$ cat config.mk
export PLATFORM = sky130hd
export DESIGN_NAME = dsp_sqrt
export DESIGN_NICKNAME = d
export VERILOG_FILES = /design/src/sv/dsp_sqrt.sv
export SDC_FILE = /design/constraint.sdc
export NUM_CORES = 2
export LEC_CHECK = 0
export BUFFER_PORTS_ARGS = -buffer_cell sky130_fd_sc_hd__buf_2
export CORE_MARGIN = 2
export CORE_UTILIZATION = 45
export CTS_CLUSTER_DIAMETER = 120
export DETAILED_ROUTE_END_ITERATION = 8
export HOLD_SLACK_MARGIN = 0.12
export SYNTH_ARGS = -nofsm -noshare
export SYNTH_HDL_FRONTEND = slang
export SYNTH_MEMORY_MAX_BITS = 65536
export SYNTH_SLANG_ARGS = --single-unit
$ cat constraint.sdc
create_clock -name clk -period 3.42 [get_ports clk]
set_input_delay 0.171 -clock clk [delete_from_list [all_inputs] [get_ports clk]]
set_output_delay 0.171 -clock clk [all_outputs]
set_load 0.01 [all_outputs]
$ cat src/sv/dsp_sqrt.sv
// Pipelined floor square root, one result bit per register stage.
module dsp_sqrt #(
    parameter int RAD_W  = 64,
    parameter int SIDE_W = 1
) (
    input  logic                  clk,
    input  logic                  rst_n,
    input  logic                  en,
    input  logic                  in_valid,
    input  logic [RAD_W-1:0]      in_rad,
    input  logic [SIDE_W-1:0]     in_side,
    output logic                  out_valid,
    output logic [RAD_W/2-1:0]    out_root,
    output logic [SIDE_W-1:0]     out_side
);

    localparam int ROOT_W = RAD_W / 2;
    localparam int REM_W  = ROOT_W + 2;

    logic [RAD_W-1:0]  rad_reg   [ROOT_W+1];
    logic [REM_W-1:0]  rem_reg   [ROOT_W+1];
    logic [ROOT_W-1:0] root_reg  [ROOT_W+1];
    logic [SIDE_W-1:0] side_reg  [ROOT_W+1];
    logic              valid_reg [ROOT_W+1];

    always_ff @(posedge clk or negedge rst_n)
    begin
        if (!rst_n)
        begin
            valid_reg[0] <= 1'b0;
        end
        else if (en)
        begin
            valid_reg[0] <= in_valid;
        end
    end

    always_ff @(posedge clk)
    begin
        if (en)
        begin
            rad_reg[0]  <= in_rad;
            rem_reg[0]  <= '0;
            root_reg[0] <= '0;
            side_reg[0] <= in_side;
        end
    end

    for (genvar k = 1; k <= ROOT_W; k++)
    begin : g_stage
        logic [REM_W-1:0] rem_s;
        logic [REM_W-1:0] trial;
        logic             fits;

        assign rem_s = {rem_reg[k-1][ROOT_W-1:0], rad_reg[k-1][RAD_W-1 -: 2]};
        assign trial = {root_reg[k-1], 2'b01};
        assign fits  = rem_s >= trial;

        always_ff @(posedge clk or negedge rst_n)
        begin
            if (!rst_n)
            begin
                valid_reg[k] <= 1'b0;
            end
            else if (en)
            begin
                valid_reg[k] <= valid_reg[k-1];
            end
        end

        always_ff @(posedge clk)
        begin
            if (en)
            begin
                rad_reg[k]  <= rad_reg[k-1] << 2;
                rem_reg[k]  <= fits ? (rem_s - trial) : rem_s;
                root_reg[k] <= {root_reg[k-1][ROOT_W-2:0], fits};
                side_reg[k] <= side_reg[k-1];
            end
        end
    end

    assign out_valid = valid_reg[ROOT_W];
    assign out_root  = root_reg[ROOT_W];
    assign out_side  = side_reg[ROOT_W];

endmodule

==> qor.txt <==
Clock tree buffer depth - 4
Post-synth cell types - 87
Largest net degree at the start of global routing - 126
Main synth FF type - edfxtp_1
Global-route wire length before repair - 380,000 µm
Top post-synthesis cells by area - edfxtp_1 (65%), ha_1 (5.9%), xnor2_1 (2.9%), xor2_1 (2.7%), a21oi_1 (2.4%)
Worst-path maximum fanout - 7
Max FFs per register - 1,056
Drt via density - 5.26
Worst slew margin - 0.328
Share of cells above drive strength 1 - 0.129
Crit Reg-Reg Startpoint - rem_reg[0][918]
TritonRoute pass-1 iters - 6
Top-count cell post-synth - edfxtp_1
Root Driver - clkbuf_16
Placed instance count - 12,820
Worst EP arrival - 3.98 ns
Leakage power - 53.3 nW
CTS clock-pin slew for the worst setup and hold paths - 0.06 ns
R2R Setup Slk - 0.05 ns
Max Slew Vio Count - 0
Vias in the first global route - 70,652
Maximum clock rate - 296 MHz
Worst VDD drop - 0.569 mV
Post-Syn Nets - 9,567
Initial DRC count - 4,458
Syn Area/Cell - 13.2 µm²
CP endpoint kind - flop
DR vias - 70,995
Cells after synthesis - 8,937
Synth top cells by count - edfxtp_1 (2,562), inv_1 (725), a21oi_1 (574), nor2_1 (574), ha_1 (561)
Starting Density - 0.452
Maxcap violations - 0
Asr flop ratio synth - 0.0127
Clock Skew - 0.0352 ns
Clk Latency, worst-skew pair - 0.88 ns
Tot Pwr - 93.2 mW
Routed WL - 241,000 µm
Area Growth Syn to Fin - 16.8%
Overflow after GRT - 0
Final Cycle Share - 0.986
RSZ-0062 raised after global routing - true
Global-route usage over all layers - 0.177
Reg2reg end - rem_reg[0][961]
H-Tree Depth - 5
Dpl hpwl - 172,000 µm
Slew @ Worst Pin - 0.982 ns
Post-synthesis sequential area ratio - 0.657
TritonCTS Buffers - 289
CTS tree - built
DRT antenna net count - 0
Min cycle time layout - 3.37 ns
Mapped Area - 0.118 mm²
WP data required - 4.02 ns
Worst Reg-to-Reg Cells - 14
Startpoint Class - flop
Gpl congestion - 0.881
Remaining DRCs - 0
Core Area - 0.262 mm²
Largest area contributor in the netlist - edfxtp_1
# rows - 188
Hold Path Class - in2async
Die Y - 517 µm
Width of the die - 517 µm
Initial antenna violation count - 1
Syn. warnings - 0
Fin util - 0.528
Setup Crit Path Kind - reg2reg
Status - complete, no violations
Io pins - 103
Post-Layout Cell Count - 13,499
EDFF count, synth - 2,562
Pwr Density - 674 mW/mm²
Area share of the leading cell type in the synthesized netlist - 0.650
Layout net count - 10,381
Fin. Hold Viols - 0
Flops & latches, synth - 2,595
WL/cell - 17.8 µm
DIE AREA - 0.267 mm²
Clk sink count - 2,595
Final Setup Violations - 0
PortBufs - 102
## kinds of logic after synthesis
logic type | Yosys count | synth area share
compound gates | 1744 | 0.0909
xor+xnor | 767 | 0.0568
fa+ha+maj | 561 | 0.0593
buf+inv | 889 | 0.0283
flops | 2595 | 0.657
other cells | 1 | 0.0000317
simple gates | 2240 | 0.0941
mux | 140 | 0.0132
## placed cells by master (no fill, tap or decap), drive strengths merged, types with 34 or more instances in the layout
cell type / Yosys / layout
nand4: 104 / 104
inv: 728 / 739
nor2: 574 / 574
o31ai: 62 / 62
o211ai: 39 / 39
o21ai: 425 / 425
o21a: 107 / 107
a21o: 208 / 208
clkinv: 0 / 123
nor2b: 82 / 82
a31oi: 48 / 48
edfxtp: 2562 / 2562
or3: 87 / 87
a21oi: 574 / 574
nor4: 105 / 105
nor3: 241 / 241
and3: 35 / 35
buf: 22 / 546
dlygate4sd3: 0 / 135
xnor2: 396 / 396
a211oi: 47 / 47
clkbuf: 139 / 352
xor2: 371 / 371
or4: 50 / 50
nand2: 526 / 526
nand2b: 104 / 104
or2: 52 / 52
a21boi: 34 / 34
o21bai: 49 / 49
ha: 561 / 561
nand3: 142 / 142
mux2: 130 / 130
## per-layer routing
metal	share of wire	up-vias	global-route usage	wire length (µm)
li1	-	34821	-	-
met1	0.43	34329	0.224	103000
met2	0.50	1368	0.311	120000
met3	0.036	477	0.0213	8710
met4	0.035	0	0.0638	8470
met5	0	-	0	0
## worst max-delay path: stages (launching register included)
cell	delay [ns]
edfxtp_1	0.40
ha_1	0.32
nor2b_1	0.14
o211ai_1	0.25
a31oi_2	0.17
o41a_1	0.38
o22ai_2	0.19
buf_4	0.18
o211a_4	0.20
nor2_2	0.08
o22ai_4	0.27
buf_12	0.17
buf_4	0.12
buf_12	0.10
o21ai_0	0.11
## metrics by stage
step,setup TNS (ns),cell area [µm²],hold WS (ns),worst slack (ns)
CTS,-0.00658,137000,0.246,-0.00658
global route,-0.270,138000,0.300,-0.0366
detailed placement,-2.58,126000,0.267,-0.175
finish,0,138000,0.326,0.0468
global placement,-1.74,126000,0.251,-0.141
floorplan,0,118000,-0.125,0.0919
## cell type report
class / instances / area (µm²)
fillers: 21858 / 124000
flip-flops and latches: 2595 / 77800
multi-input cells: 5453 / 38000
clock buffers: 349 / 7520
repair buffers: 684 / 5840
well taps: 3515 / 4400
inverters: 728 / 2730
clock inverters: 173 / 1870
diodes: 2 / 5.00
## power breakdown
part           total (mW)  internal, mW  switching (mW)
Sequential           42.8          40.2            2.61
Combinational        19.7          8.86            10.9
Clock                30.6          17.9            12.7
Total                93.2          67.0            26.2
## worst max path at each step
stage                      from              end  slack [ns]
6_report        rem_reg[0][918]  rem_reg[0][961]        0.05
5_1_grt         rem_reg[0][918]  rem_reg[0][961]       -0.04
4_1_cts         rem_reg[0][918]  rem_reg[0][965]      -0.007
3_5_place_dp   root_reg[0][352]  rem_reg[0][439]       -0.18
3_3_place_gp    rem_reg[0][374]  rem_reg[0][439]       -0.14
2_1_floorplan   rem_reg[0][294]  rem_reg[0][319]        0.09
## timing repair
item,in CTS,in global routing
gates cloned,0,3
pin swaps,1,17
setup buffers,0,16
endpoints found under the hold margin,537,0
gates resized for setup,23,154
endpoints found under the setup margin,82,477
hold buffers,136,0
(Power assumes the default switching activity.)
